## src/hdl/mlcf_pkg.sv

```systemverilog
// Shared types and codes for the multi-LED color fader.
`timescale 1ns / 1ps

package mlcf_pkg;

  // Request kinds carried in the input tuser field.
  typedef enum logic [1:0] {
    REQ_TICK    = 2'd0,
    REQ_ENABLE  = 2'd1,
    REQ_CHANNEL = 2'd2,
    REQ_DEFAULT = 2'd3
  } req_e;

  // Enable modes; every other code toggles.
  localparam logic [1:0] EN_OFF = 2'd0;
  localparam logic [1:0] EN_ON  = 2'd1;

  // Target channel selectors; the unused code makes a channel write do nothing.
  localparam logic [1:0] CH_RED   = 2'd0;
  localparam logic [1:0] CH_GREEN = 2'd1;
  localparam logic [1:0] CH_BLUE  = 2'd2;
  localparam logic [1:0] CH_NONE  = 2'd3;

  typedef enum logic {
    ST_IDLE = 1'b0,
    ST_SCAN = 1'b1
  } state_e;

  // Controller to datapath.
  typedef struct packed {
    logic       apply_req;  // a non-tick request is accepted this cycle
    logic       step_en;    // step the device at idx and load the output
    logic [2:0] idx;        // device visited by the tick scan
  } cmd_t;

  // Datapath to controller.
  typedef struct packed {
    logic [3:0] n_active;    // device count clipped to the device number
    logic       cur_fading;  // device at idx is fading
    logic       out_free;    // output register can take a beat this cycle
  } status_t;

endpackage

```

## src/hdl/multi_led_color_fader_core.sv

```systemverilog
// Top level of the multi-LED color fader: stream ports, controller and datapath.
`timescale 1ns / 1ps

// Channel   Direction  Beat contents
// -------   ---------  ---------------------------------------------------------
// cfg       in         cfg_data_i: device_count (4 bits)
// s_axis    in         tuser: req_type; tdata: device_index, enable_mode, channel,
//                      channel_value, default_rgb (low bits first)
// m_axis    out        tdata: out_device, out_red, out_green, out_blue; tlast: out_last
//
// A non-tick request is applied at the edge that accepts it. A tick is accepted
// first, and then the scan visits each active device in turn; the scan stalls only
// while a fading device finds the single output register still holding an
// unaccepted beat, and no beat is lost.
// Reset clears every device to black, disabled and not fading, and the count to 0.
// Configuration writes are always accepted and are meant to land while idle.

module multi_led_color_fader_core #(
  parameter int DEVICES = 8
) (
  input  logic        clk_i,
  input  logic        rst_ni,

  input  logic        cfg_valid_i,
  output logic        cfg_ready_o,
  input  logic [3:0]  cfg_data_i,      // device_count

  input  logic        s_axis_tvalid,
  output logic        s_axis_tready,
  input  logic [39:0] s_axis_tdata,    // [2:0] device_index, [4:3] enable_mode,
                                       // [6:5] channel, [14:7] channel_value,
                                       // [38:15] default_rgb, [39] zero fill
  input  logic [1:0]  s_axis_tuser,    // [1:0] req_type

  output logic        m_axis_tvalid,
  input  logic        m_axis_tready,
  output logic [31:0] m_axis_tdata,    // [2:0] out_device, [10:3] out_red,
                                       // [18:11] out_green, [26:19] out_blue,
                                       // [31:27] zero fill
  output logic        m_axis_tlast     // out_last
);
  import mlcf_pkg::*;

  cmd_t        cmd;
  status_t     status;
  logic        in_tick;
  logic [2:0]  out_device;
  logic [7:0]  out_red, out_green, out_blue;

  // The count register is a plain write; nothing ever holds it back.
  assign cfg_ready_o = 1'b1;

  assign in_tick = (req_e'(s_axis_tuser) == REQ_TICK);

  mlcf_ctrl u_ctrl (
    .clk_i      (clk_i),
    .rst_ni     (rst_ni),
    .in_valid_i (s_axis_tvalid),
    .in_tick_i  (in_tick),
    .status_i   (status),
    .in_ready_o (s_axis_tready),
    .cmd_o      (cmd)
  );

  mlcf_dp #(
    .DEVICES (DEVICES)
  ) u_dp (
    .clk_i           (clk_i),
    .rst_ni          (rst_ni),
    .cfg_valid_i     (cfg_valid_i),
    .cfg_data_i      (cfg_data_i),
    .req_type_i      (s_axis_tuser),
    .device_index_i  (s_axis_tdata[2:0]),
    .enable_mode_i   (s_axis_tdata[4:3]),
    .channel_i       (s_axis_tdata[6:5]),
    .channel_value_i (s_axis_tdata[14:7]),
    .default_rgb_i   (s_axis_tdata[38:15]),
    .cmd_i           (cmd),
    .status_o        (status),
    .out_valid_o     (m_axis_tvalid),
    .out_ready_i     (m_axis_tready),
    .out_device_o    (out_device),
    .out_red_o       (out_red),
    .out_green_o     (out_green),
    .out_blue_o      (out_blue),
    .out_last_o      (m_axis_tlast)
  );

  assign m_axis_tdata = {5'd0, out_blue, out_green, out_red, out_device};

  // The scan runs only while the input side is closed, so a tick can never
  // overlap a request that changes device state.
  a_ready_means_no_step: assert property (@(posedge clk_i) disable iff (!rst_ni)
    s_axis_tready |-> !cmd.step_en)
    else $error("fade step while the input side is open");

endmodule

```

## src/hdl/mlcf_ctrl.sv

```systemverilog
// Controller: accepts requests and sequences the per-device tick scan.
`timescale 1ns / 1ps

module mlcf_ctrl (
  input  logic              clk_i,
  input  logic              rst_ni,
  input  logic              in_valid_i,
  input  logic              in_tick_i,
  input  mlcf_pkg::status_t status_i,
  output logic              in_ready_o,
  output mlcf_pkg::cmd_t    cmd_o
);
  import mlcf_pkg::*;

  state_e     state_q, state_d;
  logic [2:0] idx_q, idx_d;
  logic       advance;
  logic       at_last;

  assign advance = !status_i.cur_fading || status_i.out_free;
  assign at_last = ({1'b0, idx_q} == (status_i.n_active - 4'd1));

  // Next state.
  always_comb begin
    state_d = state_q;
    idx_d   = idx_q;
    case (state_q)
      ST_IDLE: begin
        if (in_valid_i && in_tick_i && (status_i.n_active != 4'd0)) begin
          state_d = ST_SCAN;
          idx_d   = 3'd0;
        end
      end
      ST_SCAN: begin
        if (advance) begin
          if (at_last) begin
            state_d = ST_IDLE;
          end else begin
            idx_d = idx_q + 3'd1;
          end
        end
      end
      default: state_d = ST_IDLE;
    endcase
  end

  // Outputs.
  always_comb begin
    in_ready_o      = 1'b0;
    cmd_o.apply_req = 1'b0;
    cmd_o.step_en   = 1'b0;
    cmd_o.idx       = idx_q;
    case (state_q)
      ST_IDLE: begin
        in_ready_o      = 1'b1;
        cmd_o.apply_req = in_valid_i && !in_tick_i;
      end
      ST_SCAN: begin
        cmd_o.step_en = status_i.cur_fading && status_i.out_free;
      end
      default: ;
    endcase
  end

  always_ff @(posedge clk_i or negedge rst_ni) begin
    if (!rst_ni) begin
      state_q <= ST_IDLE;
      idx_q   <= 3'd0;
    end else begin
      state_q <= state_d;
      idx_q   <= idx_d;
    end
  end

  a_scan_in_range: assert property (@(posedge clk_i) disable iff (!rst_ni)
    (state_q == ST_SCAN) |-> ({1'b0, idx_q} < status_i.n_active))
    else $error("tick scan visits a device beyond the active count");

  a_tick_starts_scan: assert property (@(posedge clk_i) disable iff (!rst_ni)
    (state_q == ST_IDLE && in_valid_i && in_tick_i && status_i.n_active != 4'd0)
      |=> (state_q == ST_SCAN && idx_q == 3'd0))
    else $error("accepted tick did not start a scan at device zero");

  a_no_accept_in_scan: assert property (@(posedge clk_i) disable iff (!rst_ni)
    (state_q == ST_SCAN) |-> (!cmd_o.apply_req && !in_ready_o))
    else $error("request taken while a tick scan is running");

endmodule

```

## src/hdl/mlcf_dp.sv

```systemverilog
// Datapath: per-device color state, request updates, fade step and output register.
`timescale 1ns / 1ps

module mlcf_dp #(
  parameter int DEVICES = 8
) (
  input  logic              clk_i,
  input  logic              rst_ni,
  input  logic              cfg_valid_i,
  input  logic [3:0]        cfg_data_i,
  input  logic [1:0]        req_type_i,
  input  logic [2:0]        device_index_i,
  input  logic [1:0]        enable_mode_i,
  input  logic [1:0]        channel_i,
  input  logic [7:0]        channel_value_i,
  input  logic [23:0]       default_rgb_i,
  input  mlcf_pkg::cmd_t    cmd_i,
  output mlcf_pkg::status_t status_o,
  output logic              out_valid_o,
  input  logic              out_ready_i,
  output logic [2:0]        out_device_o,
  output logic [7:0]        out_red_o,
  output logic [7:0]        out_green_o,
  output logic [7:0]        out_blue_o,
  output logic              out_last_o
);
  import mlcf_pkg::*;

  localparam int IW = (DEVICES > 1) ? $clog2(DEVICES) : 1;

  logic [23:0] shown_q   [DEVICES];
  logic [23:0] shown_d   [DEVICES];
  logic [23:0] target_q  [DEVICES];
  logic [23:0] target_d  [DEVICES];
  logic [23:0] default_q [DEVICES];
  logic [23:0] default_d [DEVICES];
  logic [DEVICES-1:0] en_q, en_d;
  logic [DEVICES-1:0] fade_q, fade_d;
  logic [3:0]  count_q;
  logic [3:0]  n_active;

  logic        out_valid_q, out_valid_d;
  logic [2:0]  out_dev_q;
  logic [23:0] out_rgb_q;
  logic        out_last_q;

  logic [IW-1:0] ri;
  logic [IW-1:0] wi;
  logic [23:0]   step_end;
  logic [23:0]   step_cur;
  logic          more_fading;
  logic          sel_ok;
  logic [23:0]   new_target;
  logic          do_on, do_off;

  function automatic logic [7:0] step_chan(input logic [7:0] c, input logic [7:0] e);
    logic [7:0] r;
    r = c;
    if (c > e) r = c - 8'd1;
    else if (c < e) r = c + 8'd1;
    return r;
  endfunction

  assign n_active = (count_q > 4'(DEVICES)) ? 4'(DEVICES) : count_q;
  assign ri       = cmd_i.idx[IW-1:0];
  assign wi       = device_index_i[IW-1:0];
  assign sel_ok   = ({1'b0, device_index_i} < n_active);

  assign step_end = en_q[ri] ? target_q[ri] : 24'd0;
  assign step_cur = {step_chan(shown_q[ri][23:16], step_end[23:16]),
                     step_chan(shown_q[ri][15:8],  step_end[15:8]),
                     step_chan(shown_q[ri][7:0],   step_end[7:0])};

  // Any fading device after the one being stepped, within the active count.
  always_comb begin
    more_fading = 1'b0;
    for (int j = 0; j < DEVICES; j++) begin
      if ((4'(j) > {1'b0, cmd_i.idx}) && (4'(j) < n_active) && fade_q[j]) begin
        more_fading = 1'b1;
      end
    end
  end

  assign status_o.n_active   = n_active;
  assign status_o.cur_fading = fade_q[ri];
  assign status_o.out_free   = !out_valid_q || out_ready_i;

  // New target for a channel write.
  always_comb begin
    new_target = target_q[wi];
    case (channel_i)
      CH_RED:   new_target[23:16] = channel_value_i;
      CH_GREEN: new_target[15:8]  = channel_value_i;
      CH_BLUE:  new_target[7:0]   = channel_value_i;
      default:  ;
    endcase
  end

  always_comb begin
    do_on  = 1'b0;
    do_off = 1'b0;
    case (enable_mode_i)
      EN_OFF:  do_off = 1'b1;
      EN_ON:   do_on  = 1'b1;
      default: begin
        do_off = en_q[wi];
        do_on  = !en_q[wi];
      end
    endcase
  end

  always_comb begin
    shown_d   = shown_q;
    target_d  = target_q;
    default_d = default_q;
    en_d      = en_q;
    fade_d    = fade_q;
    if (cmd_i.apply_req && sel_ok) begin
      case (req_e'(req_type_i))
        REQ_ENABLE: begin
          if (do_on && !en_q[wi]) begin
            en_d[wi]   = 1'b1;
            fade_d[wi] = 1'b1;
            if (target_q[wi] == 24'd0) target_d[wi] = default_q[wi];
          end
          if (do_off && en_q[wi]) begin
            en_d[wi]   = 1'b0;
            fade_d[wi] = 1'b1;
          end
        end
        REQ_CHANNEL: begin
          if (channel_i != CH_NONE) begin
            target_d[wi] = new_target;
            en_d[wi]     = (new_target != 24'd0);
            fade_d[wi]   = 1'b1;
          end
        end
        REQ_DEFAULT: default_d[wi] = default_rgb_i;
        default: ;
      endcase
    end
    if (cmd_i.step_en) begin
      shown_d[ri] = step_cur;
      if (step_cur == step_end) fade_d[ri] = 1'b0;
    end
  end

  always_comb begin
    out_valid_d = out_valid_q;
    if (cmd_i.step_en) out_valid_d = 1'b1;
    else if (out_ready_i) out_valid_d = 1'b0;
  end

  always_ff @(posedge clk_i or negedge rst_ni) begin
    if (!rst_ni) begin
      for (int k = 0; k < DEVICES; k++) begin
        shown_q[k]   <= 24'd0;
        target_q[k]  <= 24'd0;
        default_q[k] <= 24'd0;
      end
      en_q        <= '0;
      fade_q      <= '0;
      count_q     <= 4'd0;
      out_valid_q <= 1'b0;
    end else begin
      shown_q     <= shown_d;
      target_q    <= target_d;
      default_q   <= default_d;
      en_q        <= en_d;
      fade_q      <= fade_d;
      out_valid_q <= out_valid_d;
      if (cfg_valid_i) count_q <= cfg_data_i;
    end
  end

  always_ff @(posedge clk_i) begin
    if (cmd_i.step_en) begin
      out_dev_q  <= cmd_i.idx;
      out_rgb_q  <= step_cur;
      out_last_q <= !more_fading;
    end
  end

  assign out_valid_o  = out_valid_q;
  assign out_device_o = out_dev_q;
  assign out_red_o    = out_rgb_q[23:16];
  assign out_green_o  = out_rgb_q[15:8];
  assign out_blue_o   = out_rgb_q[7:0];
  assign out_last_o   = out_last_q;

  a_step_has_room: assert property (@(posedge clk_i) disable iff (!rst_ni)
    cmd_i.step_en |-> (status_o.out_free && fade_q[ri]))
    else $error("fade step issued without a free output slot");

  a_no_req_during_step: assert property (@(posedge clk_i) disable iff (!rst_ni)
    !(cmd_i.step_en && cmd_i.apply_req))
    else $error("request update collides with a fade step");

endmodule

```

## config.mk

```make
export PLATFORM = sky130hd
export DESIGN_NAME = multi_led_color_fader_core
export DESIGN_NICKNAME = d
export VERILOG_FILES = /design/src/hdl/mlcf_pkg.sv /design/src/hdl/multi_led_color_fader_core.sv /design/src/hdl/mlcf_ctrl.sv /design/src/hdl/mlcf_dp.sv
export SDC_FILE = /design/constraint.sdc
export NUM_CORES = 1
export LEC_CHECK = 0
export BUFFER_PORTS_ARGS = -buffer_cell sky130_fd_sc_hd__buf_2
export CAP_MARGIN = 20
export CORE_UTILIZATION = 60
export DETAILED_ROUTE_END_ITERATION = 8
export PLACE_DENSITY = 0.86
export SYNTH_ARGS = -nofsm -noshare
export SYNTH_HDL_FRONTEND = slang
export SYNTH_SLANG_ARGS = --single-unit
```

## constraint.sdc

```tcl
create_clock -name clk_i -period 6.6 [get_ports clk_i]
set_input_delay 0 -clock clk_i [delete_from_list [all_inputs] [get_ports clk_i]]
set_output_delay 0 -clock clk_i [all_outputs]
set_load 0.005 [all_outputs]
```

; Word-level counts from Yosys, hierarchy flattened
; Cells that the tools add are included.
[classes]
n_addsub = 8
n_lt_le_gt_ge = 30
eq_ne = 15
muxes = 83
n_bitwise = 10
n_reduce_logical = 44
[ops]
columns = cell, count
row1 = bitwise mux 192 bit, 4
row2 = two-way mux 192 bit, 3
row3 = case mux 192 bit (2 select lines), 1
row4 = binary-select mux 24 bit (select 3 bit), 4
row5 = two-way mux 24 bit, 11
row6 = two-way mux 8 bit, 22
row7 = demux 24 bit (select 3 bit), 2
row8 = case mux 8 bit (2 select lines), 2
row9 = logical AND 1 bit, 25
row10 = adder 8 x 1 -> 8 bit (second input constant), 3
row11 = equality test 24 bit, 1
row12 = greater-than comparator 8 bit, 3
row13 = logical NOT 24 bit, 1
row14 = less-than comparator 8 bit, 3
row15 = bitwise OR 8 bit, 3
row16 = nonzero test 24 bit, 1
row17 = subtractor 8 x 1 -> 8 bit (second input constant), 3
row18 = two-way mux 1 bit, 20
row19 = bitwise AND 8 bit, 2
row20 = less-than comparator 3 x 4 -> 1 bit (first input constant), 4
row21 = inverter 8 bit, 2
row22 = greater-than comparator 3 bit (first input constant), 4
row23 = binary-select mux 1 bit (select 3 bit), 3
row24 = two-way mux 3 bit, 3
row25 = 32 further kinds, 60
[totals]
ff_bits = 629
inputBits = 51
output_inout_bits = 36
elab_cells = 223

; Logic depth before layout (Yosys ltp)
; Gate-level depths: netlist (run 1).
[logic_depth]
word_depth = 15
depth_mapped = 23
ltp_nobuf = 17

; By module
; A second synthesis (run 1) with hierarchy kept.
[hier_totals]
cells_unflattened = 2818
area_unflattened_um2 = 32767.7
[modules_own_cells]
columns = mod, instances, cells_each, area_each_um2, seq_area_each_um2
row1 = mlcf_dp, 1, 2764, 32324.8, 15780.1
row2 = mlcf_ctrl, 1, 45, 386.6, 100.1
row3 = multi_led_color_fader_core, 1, 9, 56.3, 0.0

; Least setup slack after synthesis (run 1)
; No wires, ideal clock.
[synth_path]
path_type = register -> register
from = register u_ctrl.idx_q[1]
to = register u_dp.fade_q[4]
setup_time_ns = 0.141
arrival_ns = 4.549
required_time_ns = 6.459
setup_slack_ns = 1.910
path_stages_with_launch = 22
synth_period_minus_slack_ns = 4.690
path_cell_list = dfrtp_1 > buf_4 > buf_6 > buf_4 > buf_4 > buf_2 > buf_1 > a221oi_1 > nor2_1 > o21ai_0 > ha_1 > nand4_1 > or2_2 > clkbuf_1 > and2_1 > a21boi_0 > or3_1 > a21o_1 > a2111oi_0 > nand4_1 > nor3_1 > a21oi_1
[synth_between]
elab_chain_cells = 11
elab_cells_between_ends = 42
cone_classes = add/sub: 6 / order compare: 8 / eq/ne: 1 / mux: 22 / bitwise: 3 / reduce/logical: 2
[synth_rtl]
columns = element, line_no
row1 = "start, declared", mlcf_ctrl.sv:16  ; logic [2:0] idx_q, idx_d;
row2 = "start signal, assigned", mlcf_ctrl.sv:71  ; idx_q <= idx_d;
row3 = inverter 3 -> 4 bit (implied by the code), -
row4 = binary-select mux 24 bit (select 3 bit), mlcf_dp.sv:69  ; assign step_end = en_q[ri] ? target_q[ri] : 24'd0;
row5 = two-way mux 24 bit (implied by the code) (2 in a row), mlcf_dp.sv:69
row6 = two-way mux 24 bit, mlcf_dp.sv:69
row7 = less-than comparator 8 bit, mlcf_dp.sv:60  ; else if (c < e) r = c + 8'd1;
row8 = two-way mux 8 bit, mlcf_dp.sv:60
row9 = two-way mux 8 bit, mlcf_dp.sv:59  ; if (c > e) r = c - 8'd1;
row10 = equality test 24 bit, mlcf_dp.sv:144  ; if (step_cur == step_end) fade_d[ri] = 1'b0;
row11 = two-way mux 8 bit, mlcf_dp.sv:144
row12 = two-way mux 8 bit (*), mlcf_dp.sv:142  ; if (cmd_i.step_en) begin
row13 = via u_dp.fade_d[4], mlcf_dp.sv:38  ; logic [DEVICES-1:0] fade_q, fade_d;
row14 = "end signal, assigned", mlcf_dp.sv:162  ; fade_q <= '0;
row15 = "end signal, assigned", mlcf_dp.sv:170  ; fade_q <= fade_d;
row16 = "end, declared", mlcf_dp.sv:38
; The timed path passes the listed nets; every way through them passes the cells marked *. The select of a mux whose other input is x is not followed.
; A chain may end at the register's enable or synchronous reset.

; Worst setup path after layout (run 1)
[layout_path]
from = register u_ctrl.idx_q[1]
to = register u_dp.fade_q[6]
; Same word-level chain as after synthesis.

==> results.ini, run 1 <==
[yosys]
biggest_area_contributors_in_the_synthesized_netlist = dfrtp_1 (46%), mux2_2 (17%), mux4_2 (5.1%), a21oi_1 (3.0%), nand2_1 (2.6%)
post_synthesis_average_cell_area_sq_um = 11.57
synth.cell_area_sq_um = 32520
synth-main-ff-cell = dfrtp_1
synth-seq-area-share_pct = 48.82
synth_cells = 2812
ys_seq_elements = 629
synth_edf_count = 28
synthDistinctLibCells = 81
most_area_hungry_cell_type_in_the_yosys_netlist = dfrtp_1
synth_top_area_share_pct = 46.24
proportion_of_register_bits_with_asynchronous_set_or_reset_after_synthesis_pct = 95.55
total_number_of_yosys_warnings = 0

[timing]
fin_tns_setup_ps = 0
hold_viol_final = 0
setup_viol = 0
tightest_slew_ps = 1187
worst_clock_skew_ps = 33.60
achievable-frequency_mhz = 168.4
hold_ws_ps = 54.93
rsz_0062_raised_after_global_routing = no
layout_worst_path_cycle_share_pct = 89.99
maxSlewHeadroom_pct = 20.50
drv_slew = 0
finalWorstPathRequiredPeriod_ps = 5939

[clock_network]
h-tree-depth = 3
cts_tree = done
cts_root_buf = clkbuf_16
cts_made_buffers = 67
ctsLongestPathBuffers = 3
insertion_delay_ps = 630
cts.clk_slew.worst_paths_ps = 60
postCtsSetupBuffers = 0
clock-sinks = 629

[grt]
first_pass_grt_wire_length_um = 150500
global_route.overflow_total = 0
grt_pass1_vias = 25634
grt_max_degree = 175
initial_antenna_violation_count = 2
globalRouteTotalUtil_pct = 35.42

[detailed_routing]
routedWlPerCell_um = 26.89
num_vias = 24961
drt_drc_violations_left = 0
dr.first_iter.drc_count = 3144
vias_per_cell = 6.888
drt-pass1-iter-count = 6
totalWireLength_um = 97450
antenna_left = 0

[outcome]
run_status = finished, final reports clean

[power_and_ir_drop]
vdd_ir_drop_max_v = 0.0003605
power.static_leakage_nw = 16.84
power.density_nw_per_um2 = 465.9

[placement]
place_hpwl_um = 62550
port_buffers = 79
dpl_cell_area_sq_um = 33620
gp_congestion = 1.004
placed_cells = 3462

[setup_path]
crit_start = u_ctrl.idx_q[1]
critical_path_peak_fanout = 33
critPathRequiredTime_ps = 7080
worstSetupPathType = flop to flop
regToRegSetupSlack_ps = 660
crit_path_start_kind = flop
crit_arrival_ps = 6410
top_family_by_delay_on_critical_path = compound AO/OA/AOI/OAI gates
rr_worst_depth = 15
path_buf_inv = 0
slowest_delay_ps = 860
endpoint_of_the_worst_slack_reg_to_reg_timing_path = u_dp.fade_q[6]
critical_path_top_delay_cell = xnor2_1
crit_chain = mux4_2, a22oi_1, nand2_1, nand2_1, ha_1, a21oi_1, o21a_1, a31oi_1, xnor2_1, xor2_1, o311ai_0, a2111oi_0, nand4_1, nor3_1, a21oi_1
end_kind = flop
r2r_start = u_ctrl.idx_q[1]

[floorplan]
height_of_the_chip_um = 234.8
chipWidth_um = 234.8
floorplan.core_area_sq_um = 53080
fp.dieArea_sq_um = 55140
number_of_placement_rows = 84
ioPinCount = 87
initial_core_utilization_pct = 61.28

[layout]
utilization_pct = 68.08
layout.nets = 2977
stdcell_area_sq_um = 36130
most-common-layout-cells = dfrtp_1 (598), mux2_2 (486), nand2_1 (220), nor2_1 (194), a21oi_1 (194)
area_growth_syn_to_layout_pct = 11.10
post_route_cells_drive_above_1_share_pct = 29.11
final_common_cell = dfrtp_1
finish.cell_count_without_fillers = 3624
fill_cells = 3569

[worst_hold_path]
worst_hold_path_type = primary input to asynchronous set/reset pin

[flow_run]
timing.max_cap.violations = 0

[stage by stage]
step           setup slack, ps  power [W]
2_1_floorplan             1910    0.01043
3_3_place_gp             927.4    0.01260
3_5_place_dp             765.9    0.01294
4_1_cts                  759.7    0.01665
5_1_grt                  215.1    0.01759
6_report                 660.8    0.01683
[per-layer routing]
layer | vias to the layer above | GRT usage [%] | routed length, um
li1 | 10483 | - | -
met1 | 12577 | 45.14 | 36500
met2 | 1516 | 55.88 | 45630
met3 | 383 | 9.105 | 9950
met4 | 2 | 18.88 | 5354
met5 | - | 0 | 13
[final cells by class]
| class | count | area (sq um) | share of cell area, % |
|---|---|---|---|
| repair buffers | 188 | 1409 | 3.899 |
| inverters | 67 | 251.5 | 0.6960 |
| well taps | 688 | 860.8 | 2.382 |
| clock inverters | 25 | 224.0 | 0.6198 |
| diodes | 2 | 5.005 | 0.01385 |
| clock buffers | 98 | 1913 | 5.294 |
| multi-input cells | 1927 | 15580 | 43.12 |
| flip-flops and latches | 629 | 15890 | 43.97 |
[cell families (layout without fill, tap and decap cells)]
kind of cell | after synthesis | in the layout | share of synthesized area [%]
buffers and inverters | 260 | 378 | 3.551
AND/OR/NAND/NOR | 566 | 566 | 7.621
multiplexers | 642 | 642 | 24.54
flip-flops | 629 | 629 | 48.82
adder cells (fa/ha/maj) | 46 | 46 | 1.770
XOR/XNOR | 45 | 45 | 1.316
AO/OA/AOI/OAI | 622 | 622 | 12.36
other | 2 | 8 | 0.02309
[flip-flops by register name, summed over array words and instances (netlist names), 3 cells and up, named ones only]
signal             flops
u_dp.fade_q            8
u_dp.count_q           4
u_dp.default_q       192
u_dp.en_q              4
u_ctrl.idx_q           3
u_dp.shown_q         192
u_dp.out_rgb_q        24
u_dp.out_device_o      3
u_dp.target_q        192
[worst max-delay path by stage]
stage	endpoint	slack, ps	depth (start not counted)
2_1_floorplan	u_dp.fade_q[4]	1910	21
3_3_place_gp	u_dp.fade_q[4]	930	15
3_5_place_dp	u_dp.fade_q[6]	770	15
4_1_cts	u_dp.fade_q[6]	760	15
5_1_grt	u_dp.fade_q[6]	220	15
6_report	u_dp.fade_q[6]	660	15
[timing repair]
item | 4_1_cts | 5_1_grt
gates resized for setup | 0 | 0
hold endpoints to repair | 321 | 0
hold buffers | 36 | 0
[power by group]
part	internal, W	switching (W)	leakage (nW)
registers	0.00478	0.000550	8.46
logic	0.00284	0.00500	7.36
clock network	0.00204	0.00162	1.03
[synthesized netlist by cell type, drive strengths merged, types with 3 or more instances]
master     n
edfxtp    28
a2111oi    4
o2111ai    3
o2bb2ai    9
o221ai     8
nor4       6
or3        4
or4        3
nand2    225
nor3      26
o21ai    139
buf       98
a21oi    195
ha        46
a31oi     15
nand2b    16
o22ai     23
nor2b     17
clkbuf    95
mux2     486
nand4     13
o211a      3
a22o      12
a22oi     45
and3       6
o21a       6
nand3     17
o22a       3
and2      13
a221o     12
mux4      75
inv       66
a2bb2oi    4
nor2     200
dfrtp    601
or2        5
a221oi    66
mux2i     81
a211oi    25
a21o      11
o211ai    13
xnor2     35
a32oi      7
xor2      10
[worst reg2reg max path, cell delays in order (launching register included)]
cell and delay [ps]:
dfrtp_4 770, mux4_2 610, a22oi_1 380, nand2_1 440
nand2_1 290, ha_1 290, a21oi_1 190, o21a_1 340
a31oi_1 150, xnor2_1 860, xor2_1 200, o311ai_0 140
a2111oi_0 360, nand4_1 390, nor3_1 270, a21oi_1 110
Power figures use the tool's default switching activity.
==> run 2: changes to the inputs <==
--- a/config.mk
+++ b/config.mk
@@ -7,9 +7,11 @@
 export LEC_CHECK = 0
 export BUFFER_PORTS_ARGS = -buffer_cell sky130_fd_sc_hd__buf_2
 export CAP_MARGIN = 20
-export CORE_UTILIZATION = 60
+export CELL_PAD_IN_SITES_DETAIL_PLACEMENT = 1
+export CELL_PAD_IN_SITES_GLOBAL_PLACEMENT = 1
+export CORE_UTILIZATION = 52
 export DETAILED_ROUTE_END_ITERATION = 8
-export PLACE_DENSITY = 0.86
+export PLACE_DENSITY = 0.9
 export SYNTH_ARGS = -nofsm -noshare
 export SYNTH_HDL_FRONTEND = slang
 export SYNTH_SLANG_ARGS = --single-unit
==> results.ini, run 2 (synthesized netlist as in run 1, its figures left out) <==
[clock_network]
cts.clk_slew.worst_paths_ps = 70  ; about the same
cts_root_buf = clkbuf_16
ctsLongestPathBuffers = 3  ; unchanged
h-tree-depth = 3  ; unchanged
postCtsSetupBuffers = 0  ; unchanged
clock-sinks = 629  ; unchanged
cts_tree = done
insertion_delay_ps = 660  ; +30 ps
cts_made_buffers = 68  ; +1.5%

[layout]
post_route_cells_drive_above_1_share_pct = 29.55  ; +0.44 points
layout.nets = 2982  ; +0.17%
top_regs = u_dp.default_q x192, u_dp.shown_q x192, u_dp.target_q x192
final_common_cell = dfrtp_1
area_growth_syn_to_layout_pct = 12.29
stdcell_area_sq_um = 36520  ; +1.1%
most-common-layout-cells = dfrtp_1 (598), mux2_2 (486), nand2_1 (215), a21oi_1 (194), nor2_1 (193)

[setup_path]
critPathRequiredTime_ps = 7070  ; about the same
regToRegSetupSlack_ps = 390  ; -270 ps
r2r_start = u_ctrl.idx_q[1]
crit_path_start_kind = flop
endpoint_of_the_worst_slack_reg_to_reg_timing_path = u_dp.fade_q[7]
crit_arrival_ps = 6670  ; +260 ps
critical_path_peak_fanout = 44  ; +33%
worstSetupPathType = flop to flop
critPathCapture = u_dp.fade_q[7]
end_kind = flop
crit_start = u_ctrl.idx_q[1]
rr_worst_depth = 17  ; +2

[floorplan]
floorplan.core_area_sq_um = 61710  ; +16%
ioPinCount = 87  ; unchanged
height_of_the_chip_um = 252.1  ; +7.4%
initial_core_utilization_pct = 52.70  ; -8.6 points
chipWidth_um = 252.1  ; +7.4%
fp.dieArea_sq_um = 63550  ; +15%
number_of_placement_rows = 91  ; +8.3%

[detailed_routing]
routedWlPerCell_um = 32.69  ; +22%
drt-pass1-iter-count = 6  ; unchanged
num_vias = 26698  ; +7.0%
totalWireLength_um = 123600  ; +27%
drt_drc_violations_left = 0  ; unchanged
vias_per_cell = 7.061  ; +2.5%
dr.first_iter.drc_count = 3113  ; -0.99%
antenna_left = 0  ; unchanged

[placement]
gp_congestion = 0.9068  ; -9.6%
dpl_cell_area_sq_um = 33810  ; +0.56%
place_worst_setup_slack_ps = 755.4  ; -10.48 ps
port_buffers = 79  ; unchanged
place_hpwl_um = 72340  ; +16%

[power_and_ir_drop]
power.static_leakage_nw = 16.97  ; +0.74%
power.density_nw_per_um2 = 488.9  ; +5.0%
vdd_ir_drop_max_v = 0.0003496  ; -3.0%

[grt]
initial_antenna_violation_count = 9  ; +7
grt_pass1_vias = 29130  ; +14%
global_route.overflow_total = 0  ; unchanged
grt_max_degree = 189  ; +8.0%
first_pass_grt_wire_length_um = 186900  ; +24%
globalRouteTotalUtil_pct = 39.50  ; +4.1 points

[timing]
achievable-frequency_mhz = 161.1  ; -4.3%
setup_viol = 0  ; unchanged
layout_worst_path_cycle_share_pct = 94.06  ; +4.1 points
worst_clock_skew_ps = 37.44  ; +3.843 ps
hold_viol_final = 0  ; unchanged
finalWorstPathRequiredPeriod_ps = 6208  ; +268.6 ps
setup_ws_ps = 392.2  ; -268.6 ps
drv_slew = 0  ; unchanged
fin_tns_setup_ps = 0  ; unchanged
rsz_0062_raised_after_global_routing = no
maxSlewHeadroom_pct = 0.7985  ; -20 points
tightest_slew_ps = 1488  ; +301.0 ps

[outcome]
run_status = finished, final reports clean

[worst_hold_path]
worst_hold_path_type = primary input to asynchronous set/reset pin

[flow_run]
timing.max_cap.violations = 0  ; unchanged

[run 2: cell count changes in the layout (fill, tap and decap cells not counted), sizes merged]
cell	delta
inv	+3
clkinvlp	-2
buf	+3
dlymetal6s2s	+1
diode	+1
bufinv	+6
clkbuf	-4
[run 2: metrics by stage]
step | total power (W) | util, % | hold slack, ps | std cells
floorplan | 0.01043 | - | -295.6 | 2816
global placement | 0.01278 | 54.79 | 54.56 | 3613
detailed placement | 0.01330 | 54.79 | 67.94 | 3613
CTS | 0.01747 | 59.12 | 18.44 | 3775
global route | 0.01851 | 59.18 | 62.79 | 3780
finish | 0.01786 | 59.18 | 9.973 | 3781
[run 2: layout make-up]
cell class,count,area [sq um]
diodes,3,7.507
well taps,837,1047
multi-input cells,1927,15600
clock inverters,32,389.1
fillers,6232,25190
clock buffers,94,1919
repair buffers,192,1423
flip-flops and latches,629,15890
inverters,67,251.5
[run 2: timing repair]
item	CTS	global route
endpoints found under the hold margin	284	0
hold buffers	36	0
gates resized for setup	0	0
[run 2: worst min-delay path by stage]
stage | depth (start not counted) | end | slack (ps) | from
2_1_floorplan | 0 | asynchronous set/reset pin | -300 | rst_ni
3_3_place_gp | 1 | u_dp.default_q[34] | 50 | rst_ni
3_5_place_dp | 1 | u_dp.default_q[34] | 70 | rst_ni
4_1_cts | 2 | asynchronous set/reset pin | 20 | rst_ni
5_1_grt | 2 | u_dp.default_q[34] | 60 | rst_ni
6_report | 2 | asynchronous set/reset pin | 10 | rst_ni
[run 2: metal layers]
layer	track usage, %	vias up	part of all wire (%)
met5	0	-	0.053
met4	28.50	10	7.8
met3	11.07	708	9.8
met2	62.39	1837	47
li1	-	10497	-
met1	46.41	13646	35
[run 2: where the power goes]
group	switching [W]	internal (W)	total (W)	leakage, nW
combinational	0.00538	0.00296	0.00833	7.38
sequential	0.000669	0.00478	0.00544	8.46
clock	0.00178	0.00230	0.00408	1.13
[run 2: worst max-delay path: stages (launching register included)]
cell and delay [ps]:
dfrtp_4 810, buf_12 350, and2_1 630, a222oi_1 380, a211oi_1 340, buf_4 180
inv_1 70, ha_1 300, nand4_1 150, a21oi_1 470, o211ai_1 180, nand3b_1 360
inv_1 150, xnor2_1 160, a2111oi_0 440, nand4_1 480, nor3_1 370, a21oi_1 160
